==> config.mk <==
export PLATFORM = sky130hd
export DESIGN_NAME = host_mcu_mailbox_with_semaphores_unit
export DESIGN_NICKNAME = d
export VERILOG_FILES = /design/src/hdl/mbox_pkg.sv /design/src/hdl/mbox_ctrl.sv /design/src/hdl/mbox_dp.sv /design/src/hdl/host_mcu_mailbox_with_semaphores_unit.sv
export SDC_FILE = /design/constraint.sdc
export NUM_CORES = 1
export LEC_CHECK = 0
export BUFFER_PORTS_ARGS = -buffer_cell sky130_fd_sc_hd__buf_4
export CAP_MARGIN = 0
export CORE_UTILIZATION = 30
export DETAILED_ROUTE_END_ITERATION = 8
export SYNTH_ARGS = -nofsm -noshare
export SYNTH_HDL_FRONTEND = slang
export SYNTH_HIERARCHICAL = 1
export SYNTH_SLANG_ARGS = --single-unit
==> constraint.sdc <==
create_clock -name aclk -period 2.8 [get_ports aclk]
set_clock_uncertainty 0.1 [all_clocks]
set_input_delay 0.56 -clock aclk [delete_from_list [all_inputs] [get_ports aclk]]
set_output_delay 0.56 -clock aclk [all_outputs]
set_load 0.05 [all_outputs]
==> src/hdl/mbox_pkg.sv <==
`default_nettype none

package mbox_pkg;

    // Item kinds carried on s_tuser
    typedef enum logic [2:0] {
        FUNC_HOST_RD = 3'd0,
        FUNC_HOST_WR = 3'd1,
        FUNC_MCU_RD  = 3'd2,
        FUNC_MCU_WR  = 3'd3,
        FUNC_TICK    = 3'd4
    } func_t;

    // Host I/O page groups, address bits 4:3
    typedef enum logic [1:0] {
        GRP_SOUND = 2'd0,
        GRP_SYS   = 2'd1,
        GRP_FIRE  = 2'd2,
        GRP_MBOX  = 2'd3
    } host_grp_t;

    // MCU register numbers
    localparam logic [4:0] REG_PORT_A = 5'd0;
    localparam logic [4:0] REG_PORT_B = 5'd1;
    localparam logic [4:0] REG_PORT_C = 5'd2;
    localparam logic [4:0] REG_DDR_A  = 5'd4;
    localparam logic [4:0] REG_DDR_B  = 5'd5;
    localparam logic [4:0] REG_DDR_C  = 5'd6;
    localparam logic [4:0] REG_TCOUNT = 5'd8;
    localparam logic [4:0] REG_TCTRL  = 5'd9;

    localparam logic [7:0] BYTE_IDLE  = 8'hFF;
    localparam logic [7:0] TCTRL_RST  = 8'h7F;

    typedef enum logic [1:0] {
        ST_IDLE = 2'd0,
        ST_EXEC = 2'd1,
        ST_TICK = 2'd2,
        ST_RESP = 2'd3
    } state_t;

    // Controller to datapath commands
    typedef struct packed {
        logic load_in;
        logic exec;
        logic tick_apply;
        logic load_out;
    } cmd_t;

    // Datapath to controller status
    typedef struct packed {
        logic tick_go;
    } stat_t;

endpackage

`default_nettype wire

==> src/hdl/mbox_ctrl.sv <==
`default_nettype none

module mbox_ctrl (
    input  wire              aclk,
    input  wire              aresetn,
    input  wire              in_valid,
    output logic             in_ready,
    output logic             out_valid,
    input  wire              out_ready,
    input  mbox_pkg::stat_t  stat,
    output mbox_pkg::cmd_t   cmd
);

    mbox_pkg::state_t state_reg, state_next;
    logic             out_valid_reg, out_valid_next;

    // State and output-valid registers
    always_ff @(posedge aclk) begin
        if (!aresetn) begin
            state_reg     <= mbox_pkg::ST_IDLE;
            out_valid_reg <= 1'b0;
        end else begin
            state_reg     <= state_next;
            out_valid_reg <= out_valid_next;
        end
    end

    // Next state and commands
    always_comb begin
        state_next     = state_reg;
        cmd            = '0;
        in_ready       = 1'b0;
        out_valid_next = out_valid_reg;
        if (out_valid_reg && out_ready) begin
            out_valid_next = 1'b0;
        end
        case (state_reg)
            mbox_pkg::ST_IDLE: begin
                in_ready = 1'b1;
                if (in_valid) begin
                    cmd.load_in = 1'b1;
                    state_next  = mbox_pkg::ST_EXEC;
                end
            end
            mbox_pkg::ST_EXEC: begin
                cmd.exec   = 1'b1;
                state_next = stat.tick_go ? mbox_pkg::ST_TICK : mbox_pkg::ST_RESP;
            end
            mbox_pkg::ST_TICK: begin
                cmd.tick_apply = 1'b1;
                state_next     = mbox_pkg::ST_RESP;
            end
            mbox_pkg::ST_RESP: begin
                // output slot free or being emptied this cycle
                if (!out_valid_reg || out_ready) begin
                    cmd.load_out   = 1'b1;
                    out_valid_next = 1'b1;
                    state_next     = mbox_pkg::ST_IDLE;
                end
            end
            default: begin
                state_next = mbox_pkg::ST_IDLE;
            end
        endcase
    end

    assign out_valid = out_valid_reg;

    // An accepted item always goes to execution next
    assert property (@(posedge aclk) disable iff (!aresetn)
        (in_valid && in_ready) |=> (state_reg == mbox_pkg::ST_EXEC))
        else $error("accepted item did not enter execution");

    // A result is never loaded over one that is still waiting
    assert property (@(posedge aclk) disable iff (!aresetn)
        cmd.load_out |-> (!out_valid_reg || out_ready))
        else $error("result overwritten");

    // Timer apply step only follows execution
    assert property (@(posedge aclk) disable iff (!aresetn)
        (state_reg == mbox_pkg::ST_TICK) |-> ($past(state_reg) == mbox_pkg::ST_EXEC))
        else $error("timer step out of sequence");

endmodule

`default_nettype wire

==> src/hdl/mbox_dp.sv <==
`default_nettype none

module mbox_dp (
    input  wire              aclk,
    input  wire              aresetn,
    input  mbox_pkg::cmd_t   cmd,
    output mbox_pkg::stat_t  stat,
    input  wire [2:0]        in_func,
    input  wire [29:0]       in_data,
    output logic [15:0]      out_data
);

    // Latched item
    logic [2:0] func_reg;
    logic [4:0] addr_reg;
    logic [7:0] wdata_reg;
    logic [7:0] paddle_reg;
    logic       start_one_reg, start_two_reg, service_reg, coin_reg, fire_reg;
    logic [3:0] tick_reg;

    // Block state
    logic       host_flag_reg, host_flag_next;
    logic       mcu_flag_reg, mcu_flag_next;
    logic [7:0] h2m_reg, h2m_next;
    logic [7:0] m2h_reg, m2h_next;
    logic [7:0] port_a_reg, port_a_next;
    logic [7:0] port_b_reg, port_b_next;
    logic [7:0] port_c_reg, port_c_next;
    logic [7:0] ddr_a_reg, ddr_a_next;
    logic [7:0] ddr_b_reg, ddr_b_next;
    logic [7:0] ddr_c_reg, ddr_c_next;
    logic [7:0] tcount_reg, tcount_next;
    logic [7:0] tctrl_reg, tctrl_next;
    logic [7:0] prescale_reg, prescale_next;
    logic       held_reg, held_next;
    logic [4:0] ctl_reg, ctl_next;

    // Per-item results and timer intermediates
    logic [7:0] rdata_reg, rdata_next;
    logic       restart_reg, restart_next;
    logic       wake_reg, wake_next;
    logic [8:0] acc_reg, acc_next;
    logic [8:0] steps_reg, steps_next;
    logic [15:0] out_reg;

    mbox_pkg::func_t    func;
    mbox_pkg::host_grp_t grp;
    logic [7:0]         sys_byte;
    logic [8:0]         pre_mask;

    assign func = mbox_pkg::func_t'(func_reg);
    assign grp  = mbox_pkg::host_grp_t'(addr_reg[4:3]);
    assign stat.tick_go = (func == mbox_pkg::FUNC_TICK) && !held_reg;

    // System status byte: buttons active low, coin active high, flags inverted
    assign sys_byte = {~mcu_flag_reg, ~host_flag_reg, 1'b0, coin_reg, 1'b1,
                       ~service_reg, ~start_two_reg, ~start_one_reg};

    assign pre_mask = (9'd1 << tctrl_reg[2:0]) - 9'd1;

    // Input capture
    always_ff @(posedge aclk) begin
        if (cmd.load_in) begin
            func_reg      <= in_func;
            addr_reg      <= in_data[4:0];
            wdata_reg     <= in_data[12:5];
            paddle_reg    <= in_data[20:13];
            start_one_reg <= in_data[21];
            start_two_reg <= in_data[22];
            service_reg   <= in_data[23];
            coin_reg      <= in_data[24];
            fire_reg      <= in_data[25];
            tick_reg      <= in_data[29:26];
        end
    end

    // Item execution
    always_comb begin
        host_flag_next = host_flag_reg;
        mcu_flag_next  = mcu_flag_reg;
        h2m_next       = h2m_reg;
        m2h_next       = m2h_reg;
        port_a_next    = port_a_reg;
        port_b_next    = port_b_reg;
        port_c_next    = port_c_reg;
        ddr_a_next     = ddr_a_reg;
        ddr_b_next     = ddr_b_reg;
        ddr_c_next     = ddr_c_reg;
        tcount_next    = tcount_reg;
        tctrl_next     = tctrl_reg;
        prescale_next  = prescale_reg;
        held_next      = held_reg;
        ctl_next       = ctl_reg;
        rdata_next     = rdata_reg;
        restart_next   = restart_reg;
        wake_next      = wake_reg;
        acc_next       = acc_reg;
        steps_next     = steps_reg;

        if (cmd.exec) begin
            rdata_next   = mbox_pkg::BYTE_IDLE;
            restart_next = 1'b0;
            wake_next    = 1'b0;
            case (func)
                mbox_pkg::FUNC_HOST_RD: begin
                    case (grp)
                        mbox_pkg::GRP_SYS:  rdata_next = addr_reg[2] ? sys_byte
                                                                     : mbox_pkg::BYTE_IDLE;
                        mbox_pkg::GRP_FIRE: rdata_next = {7'h7F, ~fire_reg};
                        mbox_pkg::GRP_MBOX: begin
                            rdata_next    = m2h_reg;
                            mcu_flag_next = 1'b0;
                        end
                        default: rdata_next = mbox_pkg::BYTE_IDLE;
                    endcase
                end
                mbox_pkg::FUNC_HOST_WR: begin
                    case (grp)
                        mbox_pkg::GRP_SYS: begin
                            ctl_next = {wdata_reg[6], wdata_reg[5], wdata_reg[2:0]};
                            // reset line change clears both semaphores
                            if (~wdata_reg[7] != held_reg) begin
                                held_next      = ~wdata_reg[7];
                                host_flag_next = 1'b0;
                                mcu_flag_next  = 1'b0;
                                restart_next   = wdata_reg[7];
                            end
                        end
                        mbox_pkg::GRP_MBOX: begin
                            h2m_next       = wdata_reg;
                            host_flag_next = 1'b1;
                            wake_next      = !held_reg;
                        end
                        default: ;
                    endcase
                end
                mbox_pkg::FUNC_MCU_RD: begin
                    case (addr_reg)
                        mbox_pkg::REG_PORT_A: rdata_next = port_a_reg;
                        mbox_pkg::REG_PORT_B: rdata_next = ctl_reg[2] ? mbox_pkg::BYTE_IDLE
                                                                      : paddle_reg;
                        mbox_pkg::REG_PORT_C: rdata_next = {port_c_reg[7:2], ~mcu_flag_reg,
                                                            host_flag_reg};
                        mbox_pkg::REG_DDR_A:  rdata_next = ddr_a_reg;
                        mbox_pkg::REG_DDR_B:  rdata_next = ddr_b_reg;
                        mbox_pkg::REG_DDR_C:  rdata_next = ddr_c_reg;
                        mbox_pkg::REG_TCOUNT: rdata_next = tcount_reg;
                        mbox_pkg::REG_TCTRL:  rdata_next = tctrl_reg;
                        default:              rdata_next = mbox_pkg::BYTE_IDLE;
                    endcase
                end
                mbox_pkg::FUNC_MCU_WR: begin
                    case (addr_reg)
                        mbox_pkg::REG_PORT_A: port_a_next = wdata_reg;
                        mbox_pkg::REG_PORT_B: port_b_next = wdata_reg;
                        mbox_pkg::REG_PORT_C: begin
                            port_c_next = wdata_reg;
                            // falling bit 2: take host byte into port A
                            if (port_c_reg[2] && !wdata_reg[2]) begin
                                port_a_next    = h2m_reg;
                                host_flag_next = 1'b0;
                            end
                            // falling bit 3: latch port A (as updated above) as reply
                            if (port_c_reg[3] && !wdata_reg[3]) begin
                                m2h_next      = port_a_next;
                                mcu_flag_next = 1'b1;
                            end
                        end
                        mbox_pkg::REG_DDR_A:  ddr_a_next  = wdata_reg;
                        mbox_pkg::REG_DDR_B:  ddr_b_next  = wdata_reg;
                        mbox_pkg::REG_DDR_C:  ddr_c_next  = wdata_reg;
                        mbox_pkg::REG_TCOUNT: tcount_next = wdata_reg;
                        mbox_pkg::REG_TCTRL:  tctrl_next  = wdata_reg;
                        default: ;
                    endcase
                end
                mbox_pkg::FUNC_TICK: begin
                    // prescaler sum and whole periods elapsed
                    acc_next   = {1'b0, prescale_reg} + {5'd0, tick_reg};
                    steps_next = acc_next >> tctrl_reg[2:0];
                end
                default: ;
            endcase
        end

        // Timer update: count down by elapsed periods, flag underflow
        if (cmd.tick_apply) begin
            tcount_next   = tcount_reg - steps_reg[7:0];
            if (steps_reg > {1'b0, tcount_reg}) begin
                tctrl_next = {1'b1, tctrl_reg[6:0]};
            end
            prescale_next = acc_reg[7:0] & pre_mask[7:0];
        end
    end

    // Control state
    always_ff @(posedge aclk) begin
        if (!aresetn) begin
            host_flag_reg <= 1'b0;
            mcu_flag_reg  <= 1'b0;
            h2m_reg       <= '0;
            m2h_reg       <= '0;
            port_a_reg    <= mbox_pkg::BYTE_IDLE;
            port_b_reg    <= mbox_pkg::BYTE_IDLE;
            port_c_reg    <= mbox_pkg::BYTE_IDLE;
            ddr_a_reg     <= '0;
            ddr_b_reg     <= '0;
            ddr_c_reg     <= '0;
            tcount_reg    <= mbox_pkg::BYTE_IDLE;
            tctrl_reg     <= mbox_pkg::TCTRL_RST;
            prescale_reg  <= '0;
            held_reg      <= 1'b1;
            ctl_reg       <= '0;
        end else begin
            host_flag_reg <= host_flag_next;
            mcu_flag_reg  <= mcu_flag_next;
            h2m_reg       <= h2m_next;
            m2h_reg       <= m2h_next;
            port_a_reg    <= port_a_next;
            port_b_reg    <= port_b_next;
            port_c_reg    <= port_c_next;
            ddr_a_reg     <= ddr_a_next;
            ddr_b_reg     <= ddr_b_next;
            ddr_c_reg     <= ddr_c_next;
            tcount_reg    <= tcount_next;
            tctrl_reg     <= tctrl_next;
            prescale_reg  <= prescale_next;
            held_reg      <= held_next;
            ctl_reg       <= ctl_next;
        end
    end

    // Per-item working registers
    always_ff @(posedge aclk) begin
        rdata_reg   <= rdata_next;
        restart_reg <= restart_next;
        wake_reg    <= wake_next;
        acc_reg     <= acc_next;
        steps_reg   <= steps_next;
    end

    // Result register
    always_ff @(posedge aclk) begin
        if (cmd.load_out) begin
            out_reg <= {1'b0, wake_reg, restart_reg, held_reg, ctl_reg[4], ctl_reg[3],
                        ctl_reg[1], ctl_reg[0], rdata_reg};
        end
    end

    assign out_data = out_reg;

    // Restart pulse only with the reset line released
    assert property (@(posedge aclk) disable iff (!aresetn)
        cmd.load_out |-> !(restart_reg && held_reg))
        else $error("restart reported while MCU held");

    // The timer never moves while the MCU is held
    assert property (@(posedge aclk) disable iff (!aresetn)
        (cmd.tick_apply) |-> !held_reg)
        else $error("timer advanced in reset");

    // Host write of the mailbox leaves the host semaphore set
    assert property (@(posedge aclk) disable iff (!aresetn)
        (cmd.exec && func == mbox_pkg::FUNC_HOST_WR && grp == mbox_pkg::GRP_MBOX)
        |=> host_flag_reg)
        else $error("host semaphore not set by mailbox write");

endmodule

`default_nettype wire

==> src/hdl/host_mcu_mailbox_with_semaphores_unit.sv <==
// Host/MCU mailbox with semaphores. One item is taken at a time: a host or MCU
// access passes through accept, execute and result-load states; a timer tick
// with the MCU running adds a timer-apply state (the prescaler sum is formed in
// the execute state and the count and prescaler are updated in the apply
// state). The result sits in an output register, so a new item is accepted
// while the previous result waits; the next result is loaded once that
// register is free. Item kind travels on s_tuser; every item yields exactly one
// result.
`default_nettype none

module host_mcu_mailbox_with_semaphores_unit (
    input  wire         aclk,
    input  wire         aresetn,
    input  wire         s_tvalid,
    output logic        s_tready,
    // [2:0] func
    input  wire [7:0]   s_tuser,
    // [4:0] addr, [12:5] wdata, [20:13] paddle, [21] start_one, [22] start_two,
    // [23] service_btn, [24] coin_one, [25] fire_btn, [29:26] tick_cycles
    input  wire [31:0]  s_tdata,
    output logic        m_tvalid,
    input  wire         m_tready,
    // [7:0] rdata, [8] flip_x, [9] flip_y, [10] gfx_bank, [11] pal_bank,
    // [12] mcu_held, [13] mcu_restart, [14] mcu_wake
    output logic [15:0] m_tdata
);

    mbox_pkg::cmd_t  cmd;
    mbox_pkg::stat_t stat;

    mbox_ctrl u_ctrl (
        .aclk      (aclk),
        .aresetn   (aresetn),
        .in_valid  (s_tvalid),
        .in_ready  (s_tready),
        .out_valid (m_tvalid),
        .out_ready (m_tready),
        .stat      (stat),
        .cmd       (cmd)
    );

    mbox_dp u_dp (
        .aclk     (aclk),
        .aresetn  (aresetn),
        .cmd      (cmd),
        .stat     (stat),
        .in_func  (s_tuser[2:0]),
        .in_data  (s_tdata[29:0]),
        .out_data (m_tdata)
    );

endmodule

`default_nettype wire

==> results.yml <==
outcome:
  status: "complete, no violations"
finish:
  register_area_um2: 4004
  antenna_cells: 0
  nets: 901
  multiInputGateArea_um2: 3637
  drive_gt1_share_pct: 17.65
  layout_common_cells: "104 x nor2_1, 89 x dfxtp_1, 85 x buf_4"
  area_growth_pct: 19.34
  fill_cells: 2644
  largest_reg_flops: 15
  post-route-util_pct: 36.53
  final_common_cell: "nor2_1"
min_path:
  min_path_type: "in2reg"
global_routing:
  grt_max_degree: 37
  grt_pass1_wl_mm: 31.69
  grtUsageTotal_pct: 15.38
  overflow: 0
  antenna_found_initial: 0
  grt_pass1_vias: 5637
power:
  finalPower_w: 0.006968
  pwr-share-seq_pct: 42.9
  pwr-share-clk_pct: 38.0
  intPower_w: 0.004891
  p_comb_share_pct: 19.1
  powerDensity_nw_per_um2: 731.9
  p_leak_nw: 3.795
  p_sw_w: 0.002077
  swShare_pct: 29.81
  peakVddDrop_uv: 405.9
cts:
  cts_buffer_depth: 2
  cts_tree: "done"
  postCtsHoldBufs: 0
  clk_pin_slew_ns: 0.07
  cts_num_sinks: 163
  cts-resized-gates: 0
  clk_latency_ns: 0.43
  post-cts-setup-buffers: 0
  htree_levels: 4
  clock-root-buffer: "clkbuf_16"
  cts_made_buffers: 17
worst_setup_path:
  crit_arrival_ns: 2.82
  end_kind: "flip-flop"
  worst_path_largest_cell_delay_ns: 0.47
  critPathRequiredTime_ns: 2.98
  crit_path_top_delay_cell: "a2111oi_0"
  crit_type: "reg2reg"
  critPathBufInv: 1
  cp-start-kind: "flip-flop"
  worstPathMaxFanout: 4
  path_common_cell: "a2111oi_0"
  path_cells: "ha_1 -> inv_1 -> fa_1 -> nand2b_1 -> a2111oi_0 -> a211oi_1 -> a2111oi_0 -> a311o_1"
  cpLargestDelayFamily: "compound AO/OA/AOI/OAI gates"
route:
  first_iter_violations: 432
  drc: 0
  ant_nets: 0
  viasPerCell: 5.031
  wirelength_mm: 19.88
  routedWlPerCell_um: 16.86
  num_vias: 5932
  drt-pass1-iter-count: 6
sta:
  hold_violations: 0
  rsz0062_at_grt: "no"
  timing.hold.ws_ns: 0.1994
  slew_violations: 0
  setup_viol: 0
  relSlewSlack_pct: 51.78
  final.period_utilization_pct: 94.38
  worst_pin_slew_ns: 0.7222
  setup_ws_ns: 0.1573
  finalSetupTns_ns: 0
  fin_crit_ns: 2.643
  max_freq_mhz: 378.4
yosys:
  synth_edf_count: 74
  synth_seq_cells: 163
  syn_area_per_cell_um2: 10.29
  synthArstFlopShare_pct: 0
  syn_nets: 845
  synth_area_leaders: "edfxtp_1 28%, dfxtp_1 22%, mux2i_1 7.5%"
  synth_top_area_share_pct: 27.85
  ys.flop_type: "dfxtp_1"
  syn_inst: 775
  synth_top_area_cell: "edfxtp_1"
  yosysWarningCount: 6
  seq_area_frac_synth_pct: 50.19
  synth.distinct_cells: 83
  netlist_area_um2: 7978
place:
  place.gp.congestion: 0.8729
  dp_hpwl_mm: 14.22
  io_buffers: 53
  place_ws_ns: 0.2096
run:
  drv_cap: 0
floorplanning:
  die_height_um: 165.1
  dieArea_um2: 27250
  coreArea_um2: 26060
  rows: 59
  start_util_pct: 30.61
  die_w_um: 165.1
  pin_count: 62
==> stage by stage <==
stage / instance area [um2] / instances
after floorplan: 7984 / 775
after global placement: 8850 / 1147
after detailed placement: 8850 / 1147
after CTS: 9520 / 1179
after global routing: 9520 / 1179
final: 9520 / 1179
==> area by class of cell <==
type | instances | area share, %
flip-flops and latches | 163 | 42.06
multi-input cells | 528 | 38.20
repair buffers | 86 | 6.913
clock buffers | 17 | 4.468
well taps | 335 | 4.403
clock inverters | 15 | 2.576
inverters | 35 | 1.380
==> kinds of logic after synthesis <==
group / Yosys count / synth area share [%]
AOI/OAI and AO/OA: 164 / 14.66
buffers and inverters: 84 / 4.407
other: 1 / 0.04701
xor gates and xnor gates: 8 / 0.8783
muxes: 74 / 9.881
DFF: 163 / 50.19
adders and majority gates: 26 / 4.266
and+or+nand+nor: 255 / 15.67
==> synthesized netlist by cell type, types with 4 or more instances <==
| master | instances |
|---|---|
| nor2_1 | 104 |
| dfxtp_1 | 89 |
| edfxtp_1 | 74 |
| mux2i_1 | 60 |
| nand2_1 | 49 |
| clkbuf_1 | 37 |
| a21oi_1 | 36 |
| inv_1 | 33 |
| ha_1 | 24 |
| nand3_1 | 18 |
| nor3_1 | 16 |
| o21ai_0 | 16 |
| a211oi_1 | 13 |
| a22oi_1 | 11 |
| nand2b_1 | 11 |
| nor2b_1 | 10 |
| o211ai_1 | 10 |
| mux2_2 | 9 |
| a221o_1 | 8 |
| a221oi_1 | 8 |
| and2_1 | 8 |
| o21a_1 | 8 |
| a211o_1 | 6 |
| a2bb2oi_1 | 6 |
| a31oi_1 | 6 |
| buf_4 | 5 |
| o22ai_1 | 5 |
| xor2_1 | 5 |
| nand4_1 | 4 |
| o2bb2ai_1 | 4 |
| or3_1 | 4 |
==> worst reg2reg max path: stages (launching register included) <==
cell and delay (ns):
dfxtp_1 0.34, ha_1 0.19, inv_1 0.06, fa_1 0.39, nand2b_1 0.21, a2111oi_0 0.47, a211oi_1 0.09, a2111oi_0 0.42
a311o_1 0.21
==> layer usage <==
metal	track usage, %	wire (um)
met1	21.80	9727
met2	22.94	8674
met3	3.172	1135
met4	5.505	338
met5	0	0
==> path summary, 6_finish.rpt <==
kind	start	end	slack [ns]	cells past startpoint
worst max register to register	u_dp/prescale_reg[0]$_SDFFE_PN0P_	u_dp/steps_reg[2]$_DFFE_PP_	0.16	8
worst min register to register	u_dp/rdata_reg[0]$_SDFFCE_PN1P_	u_dp/out_data[0]$_DFFE_PP_	0.32	0
worst min-delay path	s_tdata[12]	u_dp/wdata_reg[7]$_DFFE_PP_	0.20	1
worst max-delay path	u_dp/prescale_reg[0]$_SDFFE_PN0P_	u_dp/steps_reg[2]$_DFFE_PP_	0.16	8
==> power groups by stage <==
stage / Combinational, W / Clock [W] / Sequential, W
4_1_cts: 0.00133 / 0.00271 / 0.00299
2_1_floorplan: 0.000954 / 0 / 0.00294
3_3_place_gp: 0.00132 / 0 / 0.00304
3_5_place_dp: 0.00133 / 0 / 0.00304
6_report: 0.00133 / 0.00265 / 0.00299
5_1_grt: 0.00146 / 0.00279 / 0.00301
No activity file was read; power rests on OpenSTA's default activity.
